===== src/design/assert_macros.svh =====
// Assertion macros shared by the directory RTL.
`ifndef ASSERT_MACROS_SVH
`define ASSERT_MACROS_SVH

// Check a property on every rising clock edge outside reset.
`define ASSERT_SYNC(label, clk, rst_n, prop, msg) \
    label: assert property (@(posedge clk) disable iff (!rst_n) prop) \
        else $error(msg);

// Check that a condition never holds outside reset.
`define ASSERT_NEVER(label, clk, rst_n, expr, msg) \
    `ASSERT_SYNC(label, clk, rst_n, !(expr), msg)

`endif


===== src/design/msi_dir_pkg.sv =====
// Types and constants shared by the MSI directory modules.
`timescale 1ns / 1ps

package msi_dir_pkg;

    localparam int NUM_LINES_DEF = 4096;
    localparam int NUM_PROCS_DEF = 4;

    localparam int LINE_MAX_W  = 16;
    localparam int ADDR_W      = 18;
    localparam int REQ_W       = 2;
    localparam int MASK_W      = 4;
    localparam int LAT_W       = 40;
    localparam int ADD_W       = 8;
    localparam int LSL_W       = 3;
    localparam int QUEUE_DEPTH = 2;
    localparam int IN_TDATA_W  = 24;
    localparam int OUT_TDATA_W = 64;

    localparam logic [LSL_W-1:0] LSL_RESET = 3'd2;

    localparam logic [ADD_W-1:0] LAT_HIT        = 8'd2;
    localparam logic [ADD_W-1:0] LAT_REMOTE     = 8'd22;
    localparam logic [ADD_W-1:0] LAT_MEM        = 8'd222;
    localparam logic [ADD_W-1:0] LAT_WR_MISS    = 8'd220;
    localparam logic [ADD_W-1:0] LAT_WR_OWN     = 8'd200;
    localparam logic [ADD_W-1:0] LAT_WR_FILL    = LAT_HIT + LAT_WR_MISS;
    localparam logic [ADD_W-1:0] LAT_WR_OWNED   = LAT_HIT + LAT_WR_OWN;

    typedef enum logic {
        OP_READ  = 1'b0,
        OP_WRITE = 1'b1
    } t_op;

    typedef enum logic [1:0] {
        LS_INVALID  = 2'd0,
        LS_SHARED   = 2'd1,
        LS_MODIFIED = 2'd2
    } t_line_state;

    typedef enum logic [1:0] {
        BE_CLEAR,
        BE_IDLE,
        BE_EXEC
    } t_be_state;

    typedef struct packed {
        logic [REQ_W-1:0]  owner;
        logic [MASK_W-1:0] sharers;
        t_line_state       state;
    } t_dir_entry;

    localparam int DIR_W = $bits(t_dir_entry);

    typedef struct packed {
        t_op                   op;
        logic [REQ_W-1:0]      who;
        logic [LINE_MAX_W-1:0] line;
    } t_req;

    typedef struct packed {
        t_line_state       line_state;
        logic [MASK_W-1:0] downgrade;
        logic [MASK_W-1:0] invalidate;
        logic [LAT_W-1:0]  total;
        logic [ADD_W-1:0]  latency;
        logic [REQ_W-1:0]  requester;
    } t_result;

    localparam int RESULT_W = $bits(t_result);

    typedef struct packed {
        logic full;
        logic empty;
    } t_q_status;

    typedef struct packed {
        logic clearing;
    } t_be_status;

endpackage


===== src/design/msi_dir_front.sv =====
// Front end: line size register, request intake and classification.
`timescale 1ns / 1ps

module msi_dir_front
    import msi_dir_pkg::*;
#(
    parameter int NUM_LINES = NUM_LINES_DEF,
    parameter int NUM_PROCS = NUM_PROCS_DEF
) (
    input  logic              i_clk,
    input  logic              i_rst_n,
    input  logic              i_cfg_we,
    input  logic [LSL_W-1:0]  i_cfg_wdata,
    input  logic              i_valid,
    output logic              o_ready,
    input  logic              i_op,
    input  logic [REQ_W-1:0]  i_requester,
    input  logic [ADDR_W-1:0] i_address,
    input  t_q_status         i_q_status,
    input  t_be_status        i_be_status,
    output logic              o_push,
    output t_req              o_req
);

    localparam int LINE_W = $clog2(NUM_LINES);

    logic [LSL_W-1:0]  r_lsl;
    logic [REQ_W:0]    w_req_ext;
    logic [ADDR_W-1:0] w_shifted;

    always_ff @(posedge i_clk) begin
        if (!i_rst_n) begin
            r_lsl <= LSL_RESET;
        end else if (i_cfg_we) begin
            r_lsl <= i_cfg_wdata;
        end
    end

    always_comb begin
        w_req_ext = {1'b0, i_requester};
        w_shifted = i_address >> r_lsl;
        o_req      = '0;
        o_req.op   = t_op'(i_op);
        o_req.who  = i_requester;
        if (w_req_ext >= (REQ_W+1)'(NUM_PROCS)) begin
            o_req.who = REQ_W'(w_req_ext - (REQ_W+1)'(NUM_PROCS));
        end
        o_req.line[LINE_W-1:0] = w_shifted[LINE_W-1:0];
    end

    assign o_ready = !i_q_status.full && !i_be_status.clearing;
    assign o_push  = i_valid && o_ready;

endmodule


===== config.mk =====
export PLATFORM = sky130hd
export DESIGN_NAME = msi_dir_front
export DESIGN_NICKNAME = d
export VERILOG_FILES = /design/src/design/assert_macros.svh /design/src/design/msi_dir_pkg.sv /design/src/design/msi_dir_front.sv
export SDC_FILE = /design/constraint.sdc
export NUM_CORES = 1
export LEC_CHECK = 0
export BUFFER_PORTS_ARGS = -buffer_cell sky130_fd_sc_hd__buf_2
export CAP_MARGIN = 25
export CORE_MARGIN = 2
export CORE_UTILIZATION = 41
export DETAILED_ROUTE_END_ITERATION = 12
export MAX_ROUTING_LAYER = met4
export PLACE_DENSITY_LB_ADDON = 0.15
export SETUP_SLACK_MARGIN = 0.02
export SLEW_MARGIN = 20
export SYNTH_ARGS = -nofsm -noshare
export SYNTH_HDL_FRONTEND = slang
export SYNTH_SLANG_ARGS = --single-unit
export TNS_END_PERCENT = 50

===== constraint.sdc =====
create_clock -name i_clk -period 1.9 [get_ports i_clk]
set_input_delay 0.19 -clock i_clk [delete_from_list [all_inputs] [get_ports i_clk]]
set_output_delay 0.19 -clock i_clk [all_outputs]
set_load 0.005 [all_outputs]

==> out/qor.json, run 1 <==
{
  "clock_tree": {
    "clk_root_buffer_cell": "sky130_fd_sc_hd__clkbuf_4",
    "clk_pin_slew_ps": 30,
    "cts.sinks": 3,
    "clock_tree.htree_level_count": 1,
    "tritoncts_buffer_count": 3,
    "cts_tree": "built",
    "ctsLongestPathBuffers": 2,
    "clock_insertion_delay_worst_skew_ps": 230,
    "ctsHoldBuffers": 0
  },
  "cells_and_area": {
    "final_cell_area_um2": 1190,
    "largest_register_ff_count": 3,
    "layout_commonest_cell": "sky130_fd_sc_hd__buf_2",
    "most-common-layout-cells": "sky130_fd_sc_hd__buf_2 (33), sky130_fd_sc_hd__mux4_2 (16), sky130_fd_sc_hd__mux2_4 (11)",
    "reg.largest.list": "r_lsl (3)",
    "final_layout_size_suffix_gt1_frac": 0.856,
    "final_cell_count_no_fill": 129,
    "filler_cell_count": 127,
    "syn_to_final_growth_pct": 61.6,
    "final_net_count": 136,
    "n_antenna_cell": 0,
    "multi_input_area_um2": 637,
    "largest_register": "r_lsl",
    "area_occupied_by_registers_um2": 67.6
  },
  "status": {
    "run_status": "finished, final reports clean"
  },
  "sta": {
    "final_min_period_over_clock_period": 0.988,
    "final-setup-viol-count": 0,
    "finalHoldViolations": 0,
    "hold_ws_ps": 129,
    "slew_viol_final": 0,
    "fin_setup_tns_ps": 0,
    "grt_setup_unrepaired": "yes",
    "period_minus_slack_ps": 1880,
    "max_freq_mhz": 533,
    "clock_skew_ps": 0
  },
  "worst_setup_path": {
    "cp.required_ps": 1710,
    "crit_fanout": 5,
    "reg_to_reg_critical_path_startpoint": "r_lsl[2]",
    "worst_r2r_path_depth": 3,
    "rrSetupSlack_ps": 1050,
    "critical_path_launch_point_type": "flop",
    "critical_path.endpoint_type": "output port",
    "startpoint_to_endpoint_class_of_the_critical_path": "flop to output port",
    "reg2reg_to": "r_lsl[2]",
    "cp_data_arrival_time_ps": 1690
  },
  "detailed_routing": {
    "drt_wl_total_mm": 1.90,
    "drtIter0Drc": 5,
    "drt-pass1-iter-count": 4,
    "drt.antenna.violating_nets": 0,
    "post_drt_wl_per_cell_um": 14.7,
    "detail_route.vias_per_cell": 5.29,
    "drc": 0,
    "num_vias": 683
  },
  "global_routing": {
    "antenna_found_initial": 0,
    "via_count_of_the_first_global_routing_pass": 576,
    "grt_usage": 0.169,
    "grt_first_pass_wirelength_mm": 2.54,
    "global_route.overflow_total": 0,
    "grt_start_max_net_pins": 16
  },
  "die": {
    "die_height_um": 46.4,
    "start_util": 0.432,
    "die-width_um": 46.4,
    "fp.coreArea_um2": 1710,
    "placement_rows": 15,
    "ioPinCount": 52,
    "floorplan.die_area_um2": 2150
  },
  "worst_hold_path": {
    "worst_hold_path_endpoint": "r_lsl[1]",
    "holdPathStages": 2,
    "worstHoldStart": "i_rst_n",
    "hp-class": "input pin to flop"
  },
  "yosys": {
    "post-synth-top-area-fraction": 0.489,
    "dominant_combinational_cell_family_by_area_after_synthesis": "multiplexers",
    "postSynthCellCount": 55,
    "synth.largest_area_cell": "sky130_fd_sc_hd__mux4_2",
    "ys_types": 13,
    "synth_seq_area_share": 0.0815,
    "synth_simple_gate_area_frac": 0.0441,
    "syn-mean-instance-area_um2": 13.4,
    "synth_mux_area_frac": 0.744,
    "synth.top_cells.by_area": "sky130_fd_sc_hd__mux4_2 (49%), sky130_fd_sc_hd__mux2_2 (17%), sky130_fd_sc_hd__dfxtp_1 (8.1%), sky130_fd_sc_hd__buf_4 (8.1%), sky130_fd_sc_hd__mux2_1 (4.6%)",
    "synth-warning-count": 0,
    "synth_xor_area_frac": 0,
    "ys_ff_latch": 3,
    "netlist_area_um2": 737,
    "synth-adder-area-share": 0,
    "synth_compound_area_frac": 0
  },
  "power_and_ir_drop": {
    "peak_ir_drop_on_the_vdd_network_mv": 0.323,
    "post-layout-total-power_mw": 0.499,
    "pwr_density_nw_per_um2": 419,
    "p_leak_nw": 0.547
  },
  "placement": {
    "numPortBuffers": 40,
    "placedInstanceArea_um2": 935,
    "globalplace.congestion": 0.730,
    "dpl.hpwl_mm": 1.27,
    "post-place-cells": 114
  },
  "job": {
    "drv.max_cap_violation_count": 0
  }
}
==> through the flow <==
stage | worst slack [ps] | utilization
global placement | 183 | 0.547
detailed placement | 179 | 0.547
finish | 22.4 | 0.697
floorplan | 427 | -
global route | -23.3 | 0.697
CTS | 8.15 | 0.586
==> logic make-up after synthesis <==
family	count (synthesis)
muxes	33
DFF	3
buffers and inverters	12
other	1
and+or+nand+nor	6
==> report_power, final <==
part	leakage (nW)	internal, mW	switching (mW)
clock	0.0150	0.0785	0.0301
sequential	0.0255	0.0664	0.00668
combinational	0.506	0.214	0.104
total	0.547	0.358	0.141
==> cell usage after synthesis <==
library cell / n
sky130_fd_sc_hd__mux4_2: 16
sky130_fd_sc_hd__mux2_2: 11
sky130_fd_sc_hd__buf_4: 8
sky130_fd_sc_hd__dfxtp_1: 3
sky130_fd_sc_hd__mux2_1: 3
sky130_fd_sc_hd__mux2i_1: 3
sky130_fd_sc_hd__nor2b_1: 3
sky130_fd_sc_hd__buf_2: 2
sky130_fd_sc_hd__buf_6: 2
sky130_fd_sc_hd__and2_1: 1
sky130_fd_sc_hd__conb_1: 1
sky130_fd_sc_hd__nand2_1: 1
sky130_fd_sc_hd__nor2_1: 1
==> metal layers <==
metal / up-vias / track usage / wire, um
met1: 336 / 0.199 / 690
met4: 0 / 0.0514 / 11
met3: 2 / 0.0275 / 107
met5: - / - / 0
met2: 29 / 0.294 / 1090
li1: 316 / - / -
==> timing repair <==
| item | 4_1_cts | 5_1_grt |
|---|---|---|
| cloned | 1 | 2 |
| setup buffers | 1 | 7 |
| resized for setup | 4 | 19 |
| setup endpoints to repair | 12 | 12 |
==> final cells by class <==
type	instances	area share
Tap cell	25	0.0263
Clock buffer	4	0.0221
Multi-Input combinational cell	43	0.535
Timing Repair Buffer	54	0.360
Sequential cell	3	0.0567
==> worst max path at each step <==
stage                 to  cells past startpoint  slack [ps]  startpoint
4_1_cts        o_req[11]                      4           8    r_lsl[0]
6_report        o_req[1]                      4          20    r_lsl[0]
3_5_place_dp   o_req[11]                      4         180    r_lsl[0]
3_3_place_gp    o_req[4]                      4         180    r_lsl[0]
5_1_grt         o_req[1]                      4         -20    r_lsl[0]
2_1_floorplan   o_req[0]                      3         430    r_lsl[0]
==> critical path, stage by stage, from the launching register on <==
cell and delay (ps):
sky130_fd_sc_hd__dfxtp_4 400, sky130_fd_sc_hd__buf_12 130, sky130_fd_sc_hd__mux4_2 520, sky130_fd_sc_hd__mux2_2 280, sky130_fd_sc_hd__buf_2 130
(Power assumes the default switching activity.)
==> run 2, diff against run 1 <==
Settings changed: CORE_MARGIN 2 to unset, GPL_ROUTABILITY_DRIVEN set to 0, MAX_ROUTING_LAYER met4 to unset.
==> run 2 against run 1 <==
Clock power about the same. Die area decreased by 8.4%. Highest routed layer unchanged. Largest cell class unchanged. Count of clock-buffer cells in the layout stayed put. Clock skew stayed put.
==> out/qor.json, run 2 (synthesized netlist as in run 1, its figures left out) <==
{
  "die": {
    "floorplan.die_area_um2": 1970,
    "placement_rows": 14,
    "fp.coreArea_um2": 1590,
    "die-width_um": 44.4,
    "die_height_um": 44.4,
    "start_util": 0.462,
    "ioPinCount": 52
  },
  "clock_tree": {
    "ctsLongestPathBuffers": 2,
    "clk_pin_slew_ps": 40,
    "clock_insertion_delay_worst_skew_ps": 230,
    "cts.sinks": 3,
    "cts_tree": "built",
    "clk_root_buffer_cell": "sky130_fd_sc_hd__clkbuf_4",
    "clock_tree.htree_level_count": 1,
    "tritoncts_buffer_count": 3
  },
  "worst_hold_path": {
    "hp-class": "input pin to flop",
    "worstHoldStart": "i_rst_n"
  },
  "detailed_routing": {
    "drt_wl_total_mm": 1.78,
    "num_vias": 687,
    "drc": 0,
    "drt-pass1-iter-count": 4,
    "detail_route.vias_per_cell": 5.33,
    "post_drt_wl_per_cell_um": 13.8,
    "drtIter0Drc": 6,
    "drt.antenna.violating_nets": 0
  },
  "sta": {
    "clock_skew_ps": 0,
    "period_minus_slack_ps": 1870,
    "slew_viol_final": 0,
    "postLayoutSetupSlackWorst_ps": 33.2,
    "finalHoldViolations": 0,
    "final_min_period_over_clock_period": 0.983,
    "max_freq_mhz": 536,
    "grt_setup_unrepaired": "yes",
    "final-setup-viol-count": 0
  },
  "cells_and_area": {
    "n_antenna_cell": 0,
    "most-common-layout-cells": "sky130_fd_sc_hd__buf_2 (34), sky130_fd_sc_hd__mux4_2 (16), sky130_fd_sc_hd__mux2_4 (11)",
    "largest_register": "r_lsl",
    "final_core_utilization": 0.723,
    "filler_cell_count": 119,
    "final_cell_area_um2": 1150,
    "reg.largest.list": "r_lsl (3)",
    "largest_register_ff_count": 3,
    "final_net_count": 137,
    "final_layout_size_suffix_gt1_frac": 0.848,
    "layout_commonest_cell": "sky130_fd_sc_hd__buf_2",
    "multi_input_area_um2": 637,
    "area_occupied_by_registers_um2": 65.1,
    "final_cell_count_no_fill": 129,
    "syn_to_final_growth_pct": 56.4
  },
  "worst_setup_path": {
    "cp_data_arrival_time_ps": 1680,
    "critical_path.endpoint_type": "output port",
    "reg_to_reg_critical_path_startpoint": "r_lsl[0]",
    "worst_setup_path_startpoint": "r_lsl[0]",
    "crit_fanout": 7,
    "critical_path_launch_point_type": "flop",
    "startpoint_to_endpoint_class_of_the_critical_path": "flop to output port",
    "cp.required_ps": 1710
  },
  "global_routing": {
    "antenna_found_initial": 0,
    "grt_first_pass_wirelength_mm": 2.92,
    "via_count_of_the_first_global_routing_pass": 618,
    "global_route.overflow_total": 0,
    "grt_usage": 0.203,
    "grt_start_max_net_pins": 13
  },
  "placement": {
    "placedInstanceArea_um2": 943,
    "post-place-cells": 116,
    "dpl.hpwl_mm": 1.32,
    "pre_cts_ws_ps": 242,
    "numPortBuffers": 40
  },
  "power_and_ir_drop": {
    "peak_ir_drop_on_the_vdd_network_mv": 0.377,
    "pwr_density_nw_per_um2": 425,
    "p_leak_nw": 0.532,
    "post-layout-total-power_mw": 0.490
  },
  "job": {
    "drv.max_cap_violation_count": 0
  },
  "status": {
    "run_status": "finished, final reports clean"
  }
}
run 2: changes by cell type in the layout (fill, tap and decap cells not counted), sizes merged:
cell    before  now
buf         52   55
clkbuf       6    4
run 2: cell type report:
class | instances | area share
repair buffers | 55 | 0.342
multi-input cells | 43 | 0.553
clock buffers | 4 | 0.0228
flip-flops and latches | 3 | 0.0565
well taps | 24 | 0.0261
run 2: path summary, 6_finish.rpt:
kind | depth (start not counted) | slack, ps | endpoint
hold reg to reg | 2 | 610 | r_lsl[2]
setup reg to reg | 3 | 1130 | r_lsl[0]
hold / removal | 2 | 140 | r_lsl[1]
setup / recovery | 4 | 30 | o_req[5]
run 2: repair_timing:
action | 4_1_cts | 5_1_grt
gates cloned | 1 | 1
gates resized for setup | 5 | 19
buffers inserted | 2 | 5
endpoints found under the setup margin | 12 | 12
hold buffers | 0 | 0
run 2: per-layer routing:
metal  vias up  routed length, um  GRT usage
li1        315                  -          -
met1       335                660      0.261
met2        31                994      0.347
met3         6                 99     0.0204
met4         0                 22     0.0848
met5         -                  0          0
run 2: metrics by stage:
stage | hold WS (ps) | setup TNS, ps
after floorplan | 252 | 0
after global placement | 375 | 0
after detailed placement | 380 | 0
after CTS | 149 | 0
after global routing | 161 | -80.3
final | 142 | 0
run 2: critical path, stage by stage, from the launching register on:
cell	delay, ps
sky130_fd_sc_hd__dfxtp_4	380
sky130_fd_sc_hd__buf_12	140
sky130_fd_sc_hd__mux4_2	520
sky130_fd_sc_hd__mux2_4	290
sky130_fd_sc_hd__buf_6	110
run 2: report_power, final:
| group | switching [mW] | total (mW) | internal, mW |
|---|---|---|---|
| registers | 0.00579 | 0.0728 | 0.0671 |
| logic | 0.101 | 0.307 | 0.206 |
| clock network | 0.0315 | 0.110 | 0.0786 |
| total | 0.139 | 0.490 | 0.351 |
==> run 3, diff against run 2 <==
Settings changed: CORE_ASPECT_RATIO set to 1.1, GPL_ROUTABILITY_DRIVEN 0 to 1.
==> run 3 against run 2 <==
The run now ends with negative setup slack left. Cell count decreased by 13%. Hold slack worse by 6.4 ps. First-iteration DRC count shrank 50%. Critical path type unchanged.
==> out/qor.json, run 3 (synthesized netlist as in run 1, its figures left out) <==
{
  "worst_hold_path": {
    "holdPathStages": 2,
    "worst_hold_path_endpoint": "r_lsl[1]",
    "worstHoldStart": "i_rst_n",
    "hp-class": "input pin to flop"
  },
  "detailed_routing": {
    "post_drt_wl_per_cell_um": 16.8,
    "num_vias": 648,
    "drtIter0Drc": 3,
    "drc": 0,
    "drt_wl_total_mm": 1.89,
    "drt.antenna.violating_nets": 0,
    "detail_route.vias_per_cell": 5.79,
    "drt-pass1-iter-count": 5
  },
  "worst_setup_path": {
    "critical_path.endpoint_type": "output port",
    "reg_to_reg_critical_path_startpoint": "r_lsl[2]",
    "cp_data_arrival_time_ps": 1710,
    "rrSetupSlack_ps": 1040,
    "crit_fanout": 5,
    "startpoint_to_endpoint_class_of_the_critical_path": "flop to output port",
    "cp.required_ps": 1710,
    "reg2reg_to": "r_lsl[2]",
    "worst_r2r_path_depth": 3,
    "critical_path_launch_point_type": "flop"
  },
  "clock_tree": {
    "post_cts_buffers": 0,
    "clk_root_buffer_cell": "sky130_fd_sc_hd__clkbuf_4",
    "clk_pin_slew_ps": 40,
    "clock_tree.htree_level_count": 1,
    "clock_insertion_delay_worst_skew_ps": 230,
    "ctsLongestPathBuffers": 2,
    "tritoncts_buffer_count": 3,
    "cts_tree": "built",
    "cts.sinks": 3
  },
  "sta": {
    "final_min_period_over_clock_period": 1.00,
    "max_freq_mhz": 526,
    "grt_setup_unrepaired": "yes",
    "slew_viol_final": 0,
    "clock_skew_ps": 0,
    "period_minus_slack_ps": 1900,
    "finalHoldViolations": 0,
    "final-setup-viol-count": 1,
    "postLayoutSetupSlackWorst_ps": -1.61
  },
  "cells_and_area": {
    "filler_cell_count": 130,
    "final_cell_area_um2": 1090,
    "final_layout_size_suffix_gt1_frac": 0.811,
    "most-common-layout-cells": "sky130_fd_sc_hd__buf_2 (32), sky130_fd_sc_hd__mux4_2 (16), sky130_fd_sc_hd__mux2_4 (8), sky130_fd_sc_hd__buf_6 (8), sky130_fd_sc_hd__conb_1 (4)",
    "largest_register": "r_lsl",
    "n_antenna_cell": 0,
    "largest_register_ff_count": 3,
    "syn_to_final_growth_pct": 47.7,
    "final_net_count": 127,
    "final_core_utilization": 0.667,
    "layout_commonest_cell": "sky130_fd_sc_hd__buf_2",
    "reg.largest.list": "r_lsl (3)"
  },
  "die": {
    "die-width_um": 42.4,
    "ioPinCount": 52,
    "die_height_um": 46.5,
    "floorplan.die_area_um2": 1970,
    "start_util": 0.451,
    "fp.coreArea_um2": 1630,
    "placement_rows": 15
  },
  "power_and_ir_drop": {
    "post-layout-total-power_mw": 0.481,
    "pwr_density_nw_per_um2": 442,
    "p_leak_nw": 0.488,
    "peak_ir_drop_on_the_vdd_network_mv": 0.359
  },
  "job": {
    "drv.max_cap_violation_count": 0
  },
  "global_routing": {
    "via_count_of_the_first_global_routing_pass": 623,
    "antenna_found_initial": 0,
    "global_route.overflow_total": 0,
    "grt_first_pass_wirelength_mm": 2.86,
    "grt_start_max_net_pins": 18,
    "grt_usage": 0.198
  },
  "placement": {
    "globalplace.congestion": 0.717,
    "placedInstanceArea_um2": 925,
    "numPortBuffers": 40,
    "dpl.hpwl_mm": 1.33
  },
  "status": {
    "violations": "negative setup slack",
    "run_status": "finished, violations left"
  }
}
-- run 3: worst max path at each step --
stage / start / to / slack, ps
2_1_floorplan: r_lsl[0] / o_req[0] / 430
3_3_place_gp: r_lsl[0] / o_req[2] / 260
3_5_place_dp: r_lsl[0] / o_req[1] / 240
4_1_cts: r_lsl[0] / o_req[1] / 20
5_1_grt: r_lsl[0] / o_req[11] / -50
6_report: r_lsl[0] / o_req[11] / -2
-- run 3: per-layer routing --
layer,share of wire,wire (um),global-route usage,vias to the layer above
met5,0,0,0,-
met4,0.011,20,0.0688,0
met3,0.042,80,0.0353,2
met2,0.58,1100,0.372,27
met1,0.36,685,0.230,323
li1,-,-,-,296
-- run 3: timing repair --
action / 4_1_cts / 5_1_grt
setup endpoints to repair: 11 / 12
hold buffers: 0 / 0
resized for setup: 3 / 17
pin swaps: 0 / 0
cloned: 1 / 1
hold endpoints to repair: 0 / 0
-- run 3: metrics by stage --
stage / instances / setup TNS [ps] / hold slack, ps / setup slack, ps
finish: 112 / -1.61 / 136 / -1.61
global route: 112 / -147 / 126 / -45.9
CTS: 111 / 0 / 138 / 22.6
detailed placement: 106 / 0 / 380 / 240
global placement: 106 / 0 / 379 / 257
floorplan: 58 / 0 / 252 / 427
-- run 3: final cells by class --
type,instances,area (um2),area share
Sequential cell,3,65.1,0.0598
Clock buffer,4,26.3,0.0241
Tap cell,17,21.3,0.0195
Multi-Input combinational cell,43,626,0.575
Timing Repair Buffer,45,350,0.322
-- run 3: where the power goes --
group          switching [mW]  leakage (nW)  internal (mW)
combinational           0.102         0.448          0.196
clock                  0.0325        0.0150         0.0787
sequential            0.00549        0.0251         0.0670
total                   0.140         0.488          0.342
-- run 3: critical path, stage by stage, from the launching register on --
cell and delay, ps:
sky130_fd_sc_hd__dfxtp_4 390, sky130_fd_sc_hd__clkbuf_16 160, sky130_fd_sc_hd__mux2_1 320, sky130_fd_sc_hd__mux4_2 470
sky130_fd_sc_hd__buf_2 140
