--- src/design/assert_macros.svh ---
// Assertion macros shared by the directory RTL.
`ifndef ASSERT_MACROS_SVH
`define ASSERT_MACROS_SVH

// Check a property on every rising clock edge outside reset.
`define ASSERT_SYNC(label, clk, rst_n, prop, msg) \
    label: assert property (@(posedge clk) disable iff (!rst_n) prop) \
        else $error(msg);

// Check that a condition never holds outside reset.
`define ASSERT_NEVER(label, clk, rst_n, expr, msg) \
    `ASSERT_SYNC(label, clk, rst_n, !(expr), msg)

`endif

--- src/design/msi_dir_pkg.sv ---
// Types and constants shared by the MSI directory modules.
`timescale 1ns / 1ps

package msi_dir_pkg;

    localparam int NUM_LINES_DEF = 4096;
    localparam int NUM_PROCS_DEF = 4;

    localparam int LINE_MAX_W  = 16;
    localparam int ADDR_W      = 18;
    localparam int REQ_W       = 2;
    localparam int MASK_W      = 4;
    localparam int LAT_W       = 40;
    localparam int ADD_W       = 8;
    localparam int LSL_W       = 3;
    localparam int QUEUE_DEPTH = 2;
    localparam int IN_TDATA_W  = 24;
    localparam int OUT_TDATA_W = 64;

    localparam logic [LSL_W-1:0] LSL_RESET = 3'd2;

    localparam logic [ADD_W-1:0] LAT_HIT        = 8'd2;
    localparam logic [ADD_W-1:0] LAT_REMOTE     = 8'd22;
    localparam logic [ADD_W-1:0] LAT_MEM        = 8'd222;
    localparam logic [ADD_W-1:0] LAT_WR_MISS    = 8'd220;
    localparam logic [ADD_W-1:0] LAT_WR_OWN     = 8'd200;
    localparam logic [ADD_W-1:0] LAT_WR_FILL    = LAT_HIT + LAT_WR_MISS;
    localparam logic [ADD_W-1:0] LAT_WR_OWNED   = LAT_HIT + LAT_WR_OWN;

    typedef enum logic {
        OP_READ  = 1'b0,
        OP_WRITE = 1'b1
    } t_op;

    typedef enum logic [1:0] {
        LS_INVALID  = 2'd0,
        LS_SHARED   = 2'd1,
        LS_MODIFIED = 2'd2
    } t_line_state;

    typedef enum logic [1:0] {
        BE_CLEAR,
        BE_IDLE,
        BE_EXEC
    } t_be_state;

    typedef struct packed {
        logic [REQ_W-1:0]  owner;
        logic [MASK_W-1:0] sharers;
        t_line_state       state;
    } t_dir_entry;

    localparam int DIR_W = $bits(t_dir_entry);

    typedef struct packed {
        t_op                   op;
        logic [REQ_W-1:0]      who;
        logic [LINE_MAX_W-1:0] line;
    } t_req;

    typedef struct packed {
        t_line_state       line_state;
        logic [MASK_W-1:0] downgrade;
        logic [MASK_W-1:0] invalidate;
        logic [LAT_W-1:0]  total;
        logic [ADD_W-1:0]  latency;
        logic [REQ_W-1:0]  requester;
    } t_result;

    localparam int RESULT_W = $bits(t_result);

    typedef struct packed {
        logic full;
        logic empty;
    } t_q_status;

    typedef struct packed {
        logic clearing;
    } t_be_status;

endpackage

--- src/design/msi_dir_queue.sv ---
// Short request queue between front end and back end.
`timescale 1ns / 1ps
`include "assert_macros.svh"

module msi_dir_queue
    import msi_dir_pkg::*;
(
    input  logic      i_clk,
    input  logic      i_rst_n,
    input  logic      i_push,
    input  t_req      i_req,
    input  logic      i_pop,
    output t_req      o_head,
    output t_q_status o_status
);

    localparam int PTR_W = (QUEUE_DEPTH > 1) ? $clog2(QUEUE_DEPTH) : 1;
    localparam int CNT_W = $clog2(QUEUE_DEPTH + 1);

    t_req             r_mem [QUEUE_DEPTH];
    logic [PTR_W-1:0] r_wr, n_wr;
    logic [PTR_W-1:0] r_rd, n_rd;
    logic [CNT_W-1:0] r_count, n_count;

    always_comb begin
        n_wr    = r_wr;
        n_rd    = r_rd;
        n_count = r_count;
        if (i_push) begin
            n_wr = (r_wr == PTR_W'(QUEUE_DEPTH - 1)) ? '0 : r_wr + 1'b1;
        end
        if (i_pop) begin
            n_rd = (r_rd == PTR_W'(QUEUE_DEPTH - 1)) ? '0 : r_rd + 1'b1;
        end
        if (i_push && !i_pop) begin
            n_count = r_count + 1'b1;
        end else if (!i_push && i_pop) begin
            n_count = r_count - 1'b1;
        end
    end

    always_ff @(posedge i_clk) begin
        if (!i_rst_n) begin
            r_wr    <= '0;
            r_rd    <= '0;
            r_count <= '0;
        end else begin
            r_wr    <= n_wr;
            r_rd    <= n_rd;
            r_count <= n_count;
        end
    end

    always_ff @(posedge i_clk) begin
        if (i_push) begin
            r_mem[r_wr] <= i_req;
        end
    end

    assign o_head         = r_mem[r_rd];
    assign o_status.full  = (r_count == CNT_W'(QUEUE_DEPTH));
    assign o_status.empty = (r_count == '0);

    `ASSERT_NEVER(a_no_overflow, i_clk, i_rst_n, o_status.full && i_push, "queue overflow")
    `ASSERT_NEVER(a_no_underflow, i_clk, i_rst_n, o_status.empty && i_pop, "queue underflow")
    `ASSERT_NEVER(a_count_range, i_clk, i_rst_n, r_count > CNT_W'(QUEUE_DEPTH), "queue count out of range")

endmodule

--- config.mk ---
export PLATFORM = sky130hd
export DESIGN_NAME = msi_dir_queue
export DESIGN_NICKNAME = d
export VERILOG_FILES = /design/src/design/msi_dir_pkg.sv /design/src/design/msi_dir_queue.sv
export VERILOG_INCLUDE_DIRS = /design/src /design/src/design
export SDC_FILE = /design/constraint.sdc
export NUM_CORES = 1
export LEC_CHECK = 0
export ABC_AREA = 1
export BUFFER_PORTS_ARGS = -buffer_cell sky130_fd_sc_hd__buf_2
export CAP_MARGIN = 20
export CELL_PAD_IN_SITES_DETAIL_PLACEMENT = 2
export CELL_PAD_IN_SITES_GLOBAL_PLACEMENT = 2
export CORE_MARGIN = 3
export CORE_UTILIZATION = 36
export DETAILED_ROUTE_END_ITERATION = 6
export HOLD_SLACK_MARGIN = 0.03
export PLACE_DENSITY_LB_ADDON = 0.1
export SLEW_MARGIN = 20
export SYNTH_ARGS = -nofsm -noshare
export SYNTH_HDL_FRONTEND = slang
export SYNTH_SLANG_ARGS = --single-unit
--- constraint.sdc ---
create_clock -name i_clk -period 2.15 [get_ports i_clk]
set_clock_uncertainty 0.1 [all_clocks]
set_input_delay 0 -clock i_clk [delete_from_list [all_inputs] [get_ports i_clk]]
set_output_delay 0 -clock i_clk [all_outputs]
set_load 0.005 [all_outputs]
==> impl_results.html, run 1 <==
<table>
<tr><th>Metric</th><th>Value</th></tr>
<tr><th colspan="2">Pwr</th></tr>
<tr><td>Share of total power in combinational logic</td><td>0.130</td></tr>
<tr><td>VDD IR max</td><td>389.0 uV</td></tr>
<tr><td>Pint</td><td>1.305 mW</td></tr>
<tr><td>Leak pwr</td><td>0.9303 nW</td></tr>
<tr><td>Psw</td><td>0.3863 mW</td></tr>
<tr><td>Power share of the clock group</td><td>0.292</td></tr>
<tr><td>Power per standard cell area</td><td>756.0 nW/um^2</td></tr>
<tr><td>Part of the power in registers</td><td>0.578</td></tr>
<tr><td>Switching part of the total power</td><td>0.2284</td></tr>
<tr><th colspan="2">CTS</th></tr>
<tr><td>Clock Path Buffers</td><td>2</td></tr>
<tr><td>CTS tree</td><td>yes</td></tr>
<tr><td>Total CTS buffers</td><td>5</td></tr>
<tr><td>Clock Sink Count</td><td>43</td></tr>
<tr><td>Post-CTS setup repair buffer count</td><td>0</td></tr>
<tr><td>H-tree levels</td><td>2</td></tr>
<tr><td>Insertion delay of the later-clocked pin in the worst-skew pair</td><td>0.30 ns</td></tr>
<tr><td>Clock-pin slew on the worst setup and hold paths</td><td>0.08 ns</td></tr>
<tr><td>Clock root buffer</td><td>clkbuf_8</td></tr>
<tr><th colspan="2">GRT</th></tr>
<tr><td>Largest net degree at the start of global routing</td><td>14</td></tr>
<tr><td>Number of global-route vias before repair</td><td>1161</td></tr>
<tr><td>Leftover overflow at the end of global routing</td><td>0</td></tr>
<tr><td>Antenna violations before repair</td><td>0</td></tr>
<tr><td>First-pass GRT wire length</td><td>5733 um</td></tr>
<tr><td>Global Route Usage Sum</td><td>0.1470</td></tr>
<tr><th colspan="2">Final layout</th></tr>
<tr><td>Diodes inserted</td><td>0</td></tr>
<tr><td>End-of-flow core utilization</td><td>0.5103</td></tr>
<tr><td>Count of filler cells inserted in the layout</td><td>425</td></tr>
<tr><td>Cell Count, Final, Fillers Out</td><td>221</td></tr>
<tr><td>Net count reported at finish</td><td>192</td></tr>
<tr><td>Post-synthesis to final-layout area growth</td><td>35.45%</td></tr>
<tr><td>Share of post-route cells with drive strength above 1</td><td>0.4438</td></tr>
<tr><th colspan="2">Worst setup path</th></tr>
<tr><td>CP Class</td><td>input pin to flop</td></tr>
<tr><td>CP max stage delay</td><td>0.52 ns</td></tr>
<tr><td>Setup crit start</td><td>i_push</td></tr>
<tr><td>Setup slack of the most critical reg-to-reg path</td><td>0.70 ns</td></tr>
<tr><td>CP Max Fanout</td><td>11</td></tr>
<tr><td>Number of gates on the worst path with buffers counted</td><td>5</td></tr>
<tr><td>Worst flop-to-flop path endpoint</td><td>r_mem[0][14]</td></tr>
<tr><td>End point of the critical path</td><td>r_mem[0][14]</td></tr>
<tr><td>Buffering stage count on the worst path with inverters included</td><td>4</td></tr>
<tr><td>R2R Path Start</td><td>r_wr</td></tr>
<tr><td>Cell-by-cell listing of the critical path</td><td>dlygate4sd3_1, buf_2, inv_1, nor2_2, buf_4</td></tr>
<tr><td>Worst EP arrival</td><td>1.42 ns</td></tr>
<tr><td>Data required time of the worst path</td><td>2.05 ns</td></tr>
<tr><td>Slowest CP cell</td><td>dlygate4sd3_1</td></tr>
<tr><td>Top delay family on crit path</td><td>buffers and inverters</td></tr>
<tr><td>Startpoint Class</td><td>input pin</td></tr>
<tr><td>Crit path capture type</td><td>flop</td></tr>
<tr><td>R2R depth</td><td>2</td></tr>
<tr><th colspan="2">STA</th></tr>
<tr><td>Slew of the pin with the lowest slew margin</td><td>0.4696 ns</td></tr>
<tr><td>Final-report max-slew violation count</td><td>0</td></tr>
<tr><td>Max transition margin</td><td>0.6866</td></tr>
<tr><td>Final period utilization</td><td>0.7064</td></tr>
<tr><td>Total negative slack</td><td>0 ns</td></tr>
<tr><td>Setup Viol. Count Final</td><td>0</td></tr>
<tr><td>Final-report hold violation count</td><td>0</td></tr>
<tr><td>Maximum operating frequency</td><td>658.4 MHz</td></tr>
<tr><td>Post-route setup slack</td><td>0.6313 ns</td></tr>
<tr><td>Minimum clock period</td><td>1.519 ns</td></tr>
<tr><td>RSZ-0062 raised after global routing</td><td>false</td></tr>
<tr><th colspan="2">Drt</th></tr>
<tr><td>Number of detailed-route iterations in the first pass</td><td>2</td></tr>
<tr><td>Count of antenna-violating nets left after detailed routing</td><td>0</td></tr>
<tr><td>Drt drc</td><td>0</td></tr>
<tr><td>Total met3 wirelength after detailed routing</td><td>164 um</td></tr>
<tr><td>WL per Instance</td><td>16.33 um</td></tr>
<tr><td>Met1 WL</td><td>1429 um</td></tr>
<tr><td>Post-detailed-route via-to-cell ratio</td><td>4.624</td></tr>
<tr><td>Via count of the routed design</td><td>1022</td></tr>
<tr><td>Met2 routed wirelength</td><td>1976 um</td></tr>
<tr><td>Number of DRC markers in iteration 0</td><td>63</td></tr>
<tr><td>Aggregate routed wire length</td><td>3609 um</td></tr>
<tr><td>Highest routing layer actually used</td><td>met4</td></tr>
<tr><th colspan="2">Yosys</th></tr>
<tr><td>Mapped Area</td><td>1652 sq um</td></tr>
<tr><td>Most used standard cell by instance count after synthesis</td><td>edfxtp_1</td></tr>
<tr><td>Share of synthesized area occupied by flip-flops and latches</td><td>0.7515</td></tr>
<tr><td>Async SR Flop Fraction</td><td>0</td></tr>
<tr><td>Top cell type's share of synthesized area</td><td>0.6909</td></tr>
<tr><td>Number of flops mapped to enable cells by yosys</td><td>38</td></tr>
<tr><td>Most frequent cells after synthesis</td><td>38 x edfxtp_1, 10 x mux2_4, 9 x mux2_2, 9 x nor2_1</td></tr>
<tr><td>Number of warnings reported in the yosys synthesis log</td><td>0</td></tr>
<tr><td>Net count of the mapped netlist</td><td>118</td></tr>
<tr><td>Leading cell types by total area after synthesis</td><td>edfxtp_1 69%, mux2_4 9.1%, mux2_2 6.1%</td></tr>
<tr><td>Average instance area after synthesis</td><td>17.57 sq um</td></tr>
<tr><td>Biggest area consumer among synthesized cells</td><td>edfxtp_1</td></tr>
<tr><td>Unique cell type count in the Yosys netlist</td><td>14</td></tr>
<tr><td>Leading register cell type out of synthesis</td><td>edfxtp_1</td></tr>
<tr><td>Register bit count reported by yosys</td><td>43</td></tr>
<tr><td>Cells after synthesis</td><td>94</td></tr>
<tr><th colspan="2">Die</th></tr>
<tr><td>Number of core rows</td><td>24</td></tr>
<tr><td>Floorplan Core Area</td><td>4384 sq um</td></tr>
<tr><td>Chip height</td><td>73.73 um</td></tr>
<tr><td>Die Footprint</td><td>5436 sq um</td></tr>
<tr><td>Top Ports</td><td>44</td></tr>
<tr><td>Starting density of the core</td><td>0.3767</td></tr>
<tr><td>Die Wd</td><td>73.73 um</td></tr>
<tr><th colspan="2">Placed design</th></tr>
<tr><td>IO Port Bufs</td><td>43</td></tr>
<tr><td>DP HPWL</td><td>2604 um</td></tr>
<tr><td>Post-placement worst setup slack</td><td>0.6789 ns</td></tr>
<tr><td>Routability cong.</td><td>0.6586</td></tr>
<tr><td>Post-placement cell count</td><td>191</td></tr>
<tr><th colspan="2">Worst hold path</th></tr>
<tr><td>Hold Path Origin</td><td>i_req[17]</td></tr>
<tr><td>Type of the most critical hold path</td><td>input pin to flop</td></tr>
<tr><th colspan="2">Run status</th></tr>
<tr><td>Result of the run</td><td>finished, final reports clean</td></tr>
<tr><th colspan="2">Run</th></tr>
<tr><td>Max cap viols</td><td>0</td></tr>
</table>
-- how the worst min path moves through the flow --
stage,to,slack [ns],depth (start not counted)
final,r_mem[0][17],0.33,2
after global placement,r_mem[0][14],0.09,1
after detailed placement,r_mem[1][9],0.1,1
after floorplan,r_mem[0][0],-0.001,0
after CTS,r_mem[1][9],0.31,2
after global routing,r_mem[0][14],0.32,2
-- worst register-to-register path: stages (launching register included) --
cell	delay, ns
dfxtp_1	0.34
nor2_2	0.40
buf_4	0.30
-- power by group through the flow --
stage | Combinational, mW | Clock, mW | Sequential, mW
2_1_floorplan | 0.109 | 0 | 0.990
3_5_place_dp | 0.193 | 0 | 0.997
5_1_grt | 0.246 | 0.543 | 0.983
6_report | 0.220 | 0.494 | 0.978
4_1_cts | 0.224 | 0.515 | 0.979
3_3_place_gp | 0.182 | 0 | 0.991
-- through the flow --
| step | hold WS, ns | cell area (sq um) | total power, mW |
|---|---|---|---|
| 3_3_place_gp | 0.08942 | 1933 | 1.174 |
| 3_5_place_dp | 0.09522 | 1933 | 1.191 |
| 4_1_cts | 0.3098 | 2237 | 1.718 |
| 6_report | 0.3264 | 2237 | 1.691 |
| 5_1_grt | 0.3195 | 2237 | 1.772 |
| 2_1_floorplan | -0.001131 | 1652 | 1.099 |
-- layout by cell type (no fill, tap or decap) --
master         Yosys  routed
nand3_1            1       1
a21oi_1            1       1
nand4_1            1       1
dfxtp_1            5       5
mux2_4            10      10
ha_1               1       1
nor2_2             0       1
buf_4              0       4
nand2_1            8       8
o21ai_0            1       1
nor2_1             9       8
mux2_2             9       9
inv_1              8       8
edfxtp_1          38      38
clkinv_2           0       3
dlygate4sd3_1      0      22
clkbuf_8           0       5
buf_2              0      43
-- logic make-up after synthesis --
logic type / share of synthesized area
DFF: 0.7515
muxes: 0.1523
and+or+nand+nor: 0.04545
buffers and inverters: 0.03712
AOI/OAI and AO/OA: 0.006055
adders and majority gates: 0.007575
-- layer usage --
layer / GRT usage / vias up
met5: 0 / -
met4: 0.04225 / 0
met3: 0.04788 / 4
met2: 0.2618 / 30
met1: 0.1668 / 503
li1: - / 485
-- area by class of cell --
class	instances	area (sq um)	share of cell area
Sequential cell	43	1241	0.5548
Timing Repair Buffer	69	465.4	0.2081
Multi-Input combinational cell	41	351.6	0.1572
Clock buffer	5	68.82	0.03076
Tap cell	52	65.06	0.02908
Inverter	8	30.03	0.01342
Clock inverter	3	15.01	0.006711
-- state kept, by name (all words and copies together), names as in the netlist, named ones only --
name     cells
r_count      2
r_mem       38
r_rd         1
r_wr         1
-- timing repair --
item,in CTS,in global routing
gates resized for setup,0,0
hold buffers,22,0
endpoints found under the hold margin,43,0
Note: power is estimated with default switching activity, not from simulation.
==> run 2: changes to the inputs <==
Clock period 2.15 ns to 1.51 ns, I/O delays scaled along.
==> impl_results.html, run 2 (synthesized netlist as in run 1, its figures left out) <==
<table>
<tr><th>Metric</th><th>Value</th></tr>
<tr><th colspan="2">Run status</th></tr>
<tr><td>Result of the run</td><td>finished, final reports clean</td></tr>
<tr><th colspan="2">Final layout</th></tr>
<tr><td>Diodes inserted</td><td>0</td></tr>
<tr><td>Max FFs per register</td><td>38</td></tr>
<tr><td>Count of filler cells inserted in the layout</td><td>409</td></tr>
<tr><td>Net count reported at finish</td><td>196</td></tr>
<tr><td>Largest registers</td><td>r_mem: 38 flops, r_count: 2 flops</td></tr>
<tr><td>Largest register by flop count</td><td>r_mem</td></tr>
<tr><td>Cell Count, Final, Fillers Out</td><td>225</td></tr>
<tr><td>Area used by multi-input combinational logic</td><td>351.6 sq um</td></tr>
<tr><td>End-of-flow core utilization</td><td>0.5177</td></tr>
<tr><td>Commonest non-fill, non-tap cell in the layout</td><td>buf_2</td></tr>
<tr><td>Commonest cells after routing, fill and taps aside</td><td>43 x buf_2, 38 x edfxtp_1, 24 x dlygate4sd3_1</td></tr>
<tr><td>Share of post-route cells with drive strength above 1</td><td>0.4335</td></tr>
<tr><td>Sequential cell area</td><td>1241 sq um</td></tr>
<tr><td>Post-synthesis to final-layout area growth</td><td>37.42%</td></tr>
<tr><th colspan="2">Placed design</th></tr>
<tr><td>Post-placement cell count</td><td>193</td></tr>
<tr><td>DP HPWL</td><td>2640 um</td></tr>
<tr><td>IO Port Bufs</td><td>43</td></tr>
<tr><td>Routability cong.</td><td>0.6764</td></tr>
<tr><th colspan="2">STA</th></tr>
<tr><td>Maximum operating frequency</td><td>692.3 MHz</td></tr>
<tr><td>Slew of the pin with the lowest slew margin</td><td>0.2135 ns</td></tr>
<tr><td>Minimum clock period</td><td>1.444 ns</td></tr>
<tr><td>Max transition margin</td><td>0.8575</td></tr>
<tr><td>RSZ-0062 raised after global routing</td><td>false</td></tr>
<tr><td>Setup Viol. Count Final</td><td>0</td></tr>
<tr><td>Final-report hold violation count</td><td>0</td></tr>
<tr><td>Final period utilization</td><td>0.9566</td></tr>
<tr><td>Total negative slack</td><td>0 ns</td></tr>
<tr><td>Final-report max-slew violation count</td><td>0</td></tr>
<tr><th colspan="2">Worst setup path</th></tr>
<tr><td>CP Class</td><td>flop to primary output</td></tr>
<tr><td>Startpoint Class</td><td>flop</td></tr>
<tr><td>Worst EP arrival</td><td>1.34 ns</td></tr>
<tr><td>Crit path capture type</td><td>primary output</td></tr>
<tr><td>Cell-by-cell listing of the critical path</td><td>buf_4, mux2_2, buf_2</td></tr>
<tr><td>CP max stage delay</td><td>0.36 ns</td></tr>
<tr><td>CP Max Fanout</td><td>10</td></tr>
<tr><td>Slowest CP cell</td><td>mux2_2</td></tr>
<tr><td>Data required time of the worst path</td><td>1.41 ns</td></tr>
<tr><th colspan="2">Pwr</th></tr>
<tr><td>Psw</td><td>0.5418 mW</td></tr>
<tr><td>Part of the power in registers</td><td>0.577</td></tr>
<tr><td>Share of total power in combinational logic</td><td>0.136</td></tr>
<tr><td>Pint</td><td>1.875 mW</td></tr>
<tr><td>Switching part of the total power</td><td>0.2241</td></tr>
<tr><td>VDD IR max</td><td>536.3 uV</td></tr>
<tr><td>Power per standard cell area</td><td>1065 nW/um^2</td></tr>
<tr><td>Leak pwr</td><td>0.9443 nW</td></tr>
<tr><td>Power share of the clock group</td><td>0.288</td></tr>
<tr><th colspan="2">Drt</th></tr>
<tr><td>Drt drc</td><td>0</td></tr>
<tr><td>Number of DRC markers in iteration 0</td><td>35</td></tr>
<tr><td>Post-detailed-route via-to-cell ratio</td><td>4.551</td></tr>
<tr><td>WL per Instance</td><td>17.48 um</td></tr>
<tr><td>Count of antenna-violating nets left after detailed routing</td><td>0</td></tr>
<tr><td>Aggregate routed wire length</td><td>3934 um</td></tr>
<tr><td>Number of detailed-route iterations in the first pass</td><td>4</td></tr>
<tr><td>Via count of the routed design</td><td>1024</td></tr>
<tr><th colspan="2">CTS</th></tr>
<tr><td>H-tree levels</td><td>2</td></tr>
<tr><td>Insertion delay of the later-clocked pin in the worst-skew pair</td><td>0.29 ns</td></tr>
<tr><td>CTS tree</td><td>yes</td></tr>
<tr><td>Clock Sink Count</td><td>43</td></tr>
<tr><td>Total CTS buffers</td><td>5</td></tr>
<tr><td>Clock-pin slew on the worst setup and hold paths</td><td>0.07 ns</td></tr>
<tr><td>Clock Path Buffers</td><td>2</td></tr>
<tr><td>Resize count post-CTS</td><td>0</td></tr>
<tr><td>Clock root buffer</td><td>clkbuf_8</td></tr>
<tr><th colspan="2">GRT</th></tr>
<tr><td>Global Route Usage Sum</td><td>0.1644</td></tr>
<tr><td>First-pass GRT wire length</td><td>6196 um</td></tr>
<tr><td>Largest net degree at the start of global routing</td><td>13</td></tr>
<tr><td>Number of global-route vias before repair</td><td>1169</td></tr>
<tr><td>Antenna violations before repair</td><td>0</td></tr>
<tr><td>Leftover overflow at the end of global routing</td><td>0</td></tr>
<tr><th colspan="2">Run</th></tr>
<tr><td>Max cap viols</td><td>0</td></tr>
<tr><th colspan="2">Worst hold path</th></tr>
<tr><td>Type of the most critical hold path</td><td>input pin to flop</td></tr>
<tr><th colspan="2">Die</th></tr>
<tr><td>Top Ports</td><td>44</td></tr>
<tr><td>Number of core rows</td><td>24</td></tr>
<tr><td>Chip height</td><td>73.73 um</td></tr>
<tr><td>Die Wd</td><td>73.73 um</td></tr>
<tr><td>Floorplan Core Area</td><td>4384 sq um</td></tr>
<tr><td>Die Footprint</td><td>5436 sq um</td></tr>
<tr><td>Starting density of the core</td><td>0.3767</td></tr>
</table>
==> run 2: cell types whose count changed in the layout (fill, tap and decap cells not counted) <==
cell	delta
clkbuf_1	+2
dlygate4sd3_1	+2
clkinv_2	-2
buf_4	+2
==> run 2: path summary, 6_finish.rpt <==
kind,cells past startpoint,to,slack (ns),startpoint
hold reg to reg,2,r_wr,0.44,r_wr
setup reg to reg,4,r_wr,0.18,r_wr
hold / removal,2,r_mem[0][12],0.34,i_req[12]
setup / recovery,3,o_head[3],0.07,flop
==> run 2: area by class of cell <==
type,instances,share of cell area
multi-input cells,41,0.1549
clock inverters,1,0.002205
flip-flops and latches,43,0.5469
clock buffers,7,0.03363
inverters,8,0.01323
well taps,52,0.02867
repair buffers,73,0.2205
==> run 2: through the flow <==
step	setup slack, ns	power (mW)	area [sq um]	hold WS, ns
after floorplan	0.1768	1.565	1654	-0.001131
after global placement	0.2991	1.675	1948	0.09191
after detailed placement	0.2140	1.700	1948	0.09408
after CTS	0.04492	2.441	2270	0.3211
after global routing	0.002171	2.528	2270	0.3343
final	0.06560	2.417	2270	0.3351
==> run 2: power by group through the flow <==
stage / clock, mW / sequential, mW / combinational (mW)
after floorplan: 0 / 1.41 / 0.156
after global placement: 0 / 1.41 / 0.264
after detailed placement: 0 / 1.42 / 0.280
after CTS: 0.718 / 1.39 / 0.331
after global routing: 0.760 / 1.40 / 0.368
final: 0.695 / 1.39 / 0.329
==> run 2: timing repair <==
action / CTS / global route
setup buffers: 0 / 0
hold buffers: 24 / 0
setup endpoints to repair: 0 / 0
endpoints found under the hold margin: 43 / 0
==> run 2: layer usage <==
metal | GRT usage | wire, um
met2 | 0.3140 | 2264
met5 | 0 | 0
met3 | 0.04651 | 181
met4 | 0.06036 | 65
met1 | 0.1662 | 1422
==> run 2: critical path: cells and delay by family, from the launching register on <==
kind / cells / cell delay (ns)
muxes: 1 / 0.36
buffers and inverters: 2 / 0.34
DFF: 1 / 0.35
==> run 3: changes to the inputs <==
Settings changed: PLACE_DENSITY set to 0.84, PLACE_DENSITY_LB_ADDON 0.1 to unset.
==> impl_results.html, run 3 (synthesized netlist as in run 1, its figures left out) <==
<table>
<tr><th>Metric</th><th>Value</th></tr>
<tr><th colspan="2">CTS</th></tr>
<tr><td>CTS tree</td><td>yes</td></tr>
<tr><td>Clock-pin slew on the worst setup and hold paths</td><td>0.08 ns</td></tr>
<tr><td>H-tree levels</td><td>2</td></tr>
<tr><td>Post-CTS setup repair buffer count</td><td>0</td></tr>
<tr><td>Clock Sink Count</td><td>43</td></tr>
<tr><td>Clock Path Buffers</td><td>2</td></tr>
<tr><td>Total CTS buffers</td><td>5</td></tr>
<tr><td>Insertion delay of the later-clocked pin in the worst-skew pair</td><td>0.30 ns</td></tr>
<tr><td>Clock root buffer</td><td>clkbuf_8</td></tr>
<tr><th colspan="2">Pwr</th></tr>
<tr><td>VDD IR max</td><td>645.7 uV</td></tr>
<tr><td>Pint</td><td>1.878 mW</td></tr>
<tr><td>Power per standard cell area</td><td>1070 nW/um^2</td></tr>
<tr><td>Part of the power in registers</td><td>0.573</td></tr>
<tr><td>Switching part of the total power</td><td>0.2296</td></tr>
<tr><td>Psw</td><td>0.5597 mW</td></tr>
<tr><td>Share of total power in combinational logic</td><td>0.138</td></tr>
<tr><td>Leak pwr</td><td>0.9418 nW</td></tr>
<tr><td>Power share of the clock group</td><td>0.289</td></tr>
<tr><th colspan="2">GRT</th></tr>
<tr><td>Largest net degree at the start of global routing</td><td>15</td></tr>
<tr><td>Leftover overflow at the end of global routing</td><td>0</td></tr>
<tr><td>Global Route Usage Sum</td><td>0.1665</td></tr>
<tr><td>First-pass GRT wire length</td><td>6334 um</td></tr>
<tr><td>Antenna violations before repair</td><td>0</td></tr>
<tr><td>Number of global-route vias before repair</td><td>1171</td></tr>
<tr><th colspan="2">STA</th></tr>
<tr><td>Final period utilization</td><td>0.9358</td></tr>
<tr><td>Maximum operating frequency</td><td>707.7 MHz</td></tr>
<tr><td>Slew of the pin with the lowest slew margin</td><td>0.1804 ns</td></tr>
<tr><td>Post-route setup slack</td><td>0.09689 ns</td></tr>
<tr><td>Final-report max-slew violation count</td><td>0</td></tr>
<tr><td>Worst hold slack</td><td>0.3342 ns</td></tr>
<tr><td>Final-report hold violation count</td><td>0</td></tr>
<tr><td>Setup Viol. Count Final</td><td>0</td></tr>
<tr><td>Total negative slack</td><td>0 ns</td></tr>
<tr><td>RSZ-0062 raised after global routing</td><td>false</td></tr>
<tr><td>Max transition margin</td><td>0.8797</td></tr>
<tr><td>Minimum clock period</td><td>1.413 ns</td></tr>
<tr><th colspan="2">Worst setup path</th></tr>
<tr><td>CP Class</td><td>flop to primary output</td></tr>
<tr><td>Worst EP arrival</td><td>1.31 ns</td></tr>
<tr><td>Startpoint Class</td><td>flop</td></tr>
<tr><td>Crit path capture type</td><td>primary output</td></tr>
<tr><td>Data required time of the worst path</td><td>1.41 ns</td></tr>
<tr><td>CP Max Fanout</td><td>14</td></tr>
<tr><th colspan="2">Placed design</th></tr>
<tr><td>Post-placement worst setup slack</td><td>0.3074 ns</td></tr>
<tr><td>DP HPWL</td><td>3079 um</td></tr>
<tr><td>IO Port Bufs</td><td>43</td></tr>
<tr><td>Routability cong.</td><td>0.6777</td></tr>
<tr><th colspan="2">Drt</th></tr>
<tr><td>Drt drc</td><td>0</td></tr>
<tr><td>Number of DRC markers in iteration 0</td><td>29</td></tr>
<tr><td>WL per Instance</td><td>18.95 um</td></tr>
<tr><td>Aggregate routed wire length</td><td>4244 um</td></tr>
<tr><td>Count of antenna-violating nets left after detailed routing</td><td>0</td></tr>
<tr><td>Number of detailed-route iterations in the first pass</td><td>2</td></tr>
<tr><td>Post-detailed-route via-to-cell ratio</td><td>4.607</td></tr>
<tr><td>Via count of the routed design</td><td>1032</td></tr>
<tr><th colspan="2">Die</th></tr>
<tr><td>Chip height</td><td>73.73 um</td></tr>
<tr><td>Starting density of the core</td><td>0.3767</td></tr>
<tr><td>Die Wd</td><td>73.73 um</td></tr>
<tr><td>Top Ports</td><td>44</td></tr>
<tr><td>Floorplan Core Area</td><td>4384 sq um</td></tr>
<tr><td>Die Footprint</td><td>5436 sq um</td></tr>
<tr><td>Number of core rows</td><td>24</td></tr>
<tr><th colspan="2">Final layout</th></tr>
<tr><td>Share of post-route cells with drive strength above 1</td><td>0.4477</td></tr>
<tr><td>Commonest cells after routing, fill and taps aside</td><td>43 x buf_2, 38 x edfxtp_1, 23 x dlygate4sd3_1</td></tr>
<tr><td>Largest registers</td><td>r_mem: 38 flops, r_count: 2 flops</td></tr>
<tr><td>Largest register by flop count</td><td>r_mem</td></tr>
<tr><td>Commonest non-fill, non-tap cell in the layout</td><td>buf_2</td></tr>
<tr><td>Post-synthesis to final-layout area growth</td><td>37.88%</td></tr>
<tr><td>Max FFs per register</td><td>38</td></tr>
<tr><td>Count of filler cells inserted in the layout</td><td>421</td></tr>
<tr><td>Net count reported at finish</td><td>195</td></tr>
<tr><td>Diodes inserted</td><td>0</td></tr>
<tr><th colspan="2">Run status</th></tr>
<tr><td>Result of the run</td><td>finished, final reports clean</td></tr>
<tr><th colspan="2">Run</th></tr>
<tr><td>Max cap viols</td><td>0</td></tr>
<tr><th colspan="2">Worst hold path</th></tr>
<tr><td>Type of the most critical hold path</td><td>input pin to flop</td></tr>
</table>
[run 3: cell types whose count changed in the layout (fill, tap and decap cells not counted)]
cell,before,now
buf_12,0,1
buf_4,6,5
clkbuf_1,2,1
clkinvlp_4,0,1
dfxtp_1,5,4
dfxtp_2,0,1
dlygate4sd3_1,24,23
[run 3: metrics by stage]
stage                     area (sq um)  cells  power [mW]    util
after global routing              2277    224       2.550  0.5194
after CTS                         2267    224       2.459  0.5171
after detailed placement          1948    193       1.710  0.4443
final                             2277    224       2.437  0.5194
after global placement            1948    193       1.673  0.4443
after floorplan                   1654     94       1.565       -
[run 3: final timing paths]
check | end | slack [ns] | depth (start not counted) | startpoint
worst max-delay path | o_head[2] | 0.1 | 3 | flop
worst min register to register | r_wr | 0.43 | 2 | r_wr
worst min-delay path | r_mem[0][13] | 0.33 | 2 | i_req[13]
worst max register to register | r_wr | 0.20 | 4 | r_wr
[run 3: power groups by stage]
stage / clock network [mW] / registers, mW / logic [mW]
after global routing: 0.777 / 1.40 / 0.370
after CTS: 0.726 / 1.40 / 0.337
final: 0.705 / 1.40 / 0.336
after detailed placement: 0 / 1.42 / 0.287
after floorplan: 0 / 1.41 / 0.156
after global placement: 0 / 1.41 / 0.262
[run 3: layer usage]
layer  part of all wire  GRT usage
met5                  0          0
met4              0.014    0.05433
met1               0.39     0.1833
met3              0.043    0.04651
met2               0.55     0.3051
[run 3: cell type report]
| cell class | instances | area, sq um | share of cell area |
|---|---|---|---|
| Clock inverter | 2 | 12.51 | 0.005495 |
| Clock buffer | 6 | 72.57 | 0.03187 |
| Timing Repair Buffer | 72 | 503.0 | 0.2209 |
| Inverter | 8 | 30.03 | 0.01319 |
| Tap cell | 52 | 65.06 | 0.02857 |
| Multi-Input combinational cell | 41 | 351.6 | 0.1544 |
| Sequential cell | 43 | 1242 | 0.5456 |
[run 3: worst max-delay path, cell delays in order (launching register included)]
cell and delay (ns):
dfxtp_2 0.37, buf_12 0.16, mux2_2 0.35, buf_2 0.14
[run 3: repair_timing]
action,4_1_cts,5_1_grt
hold endpoints to repair,43,0
pin swaps,0,0
gates cloned,0,0
gates resized for setup,1,3
endpoints found under the setup margin,6,9
hold buffers,23,0
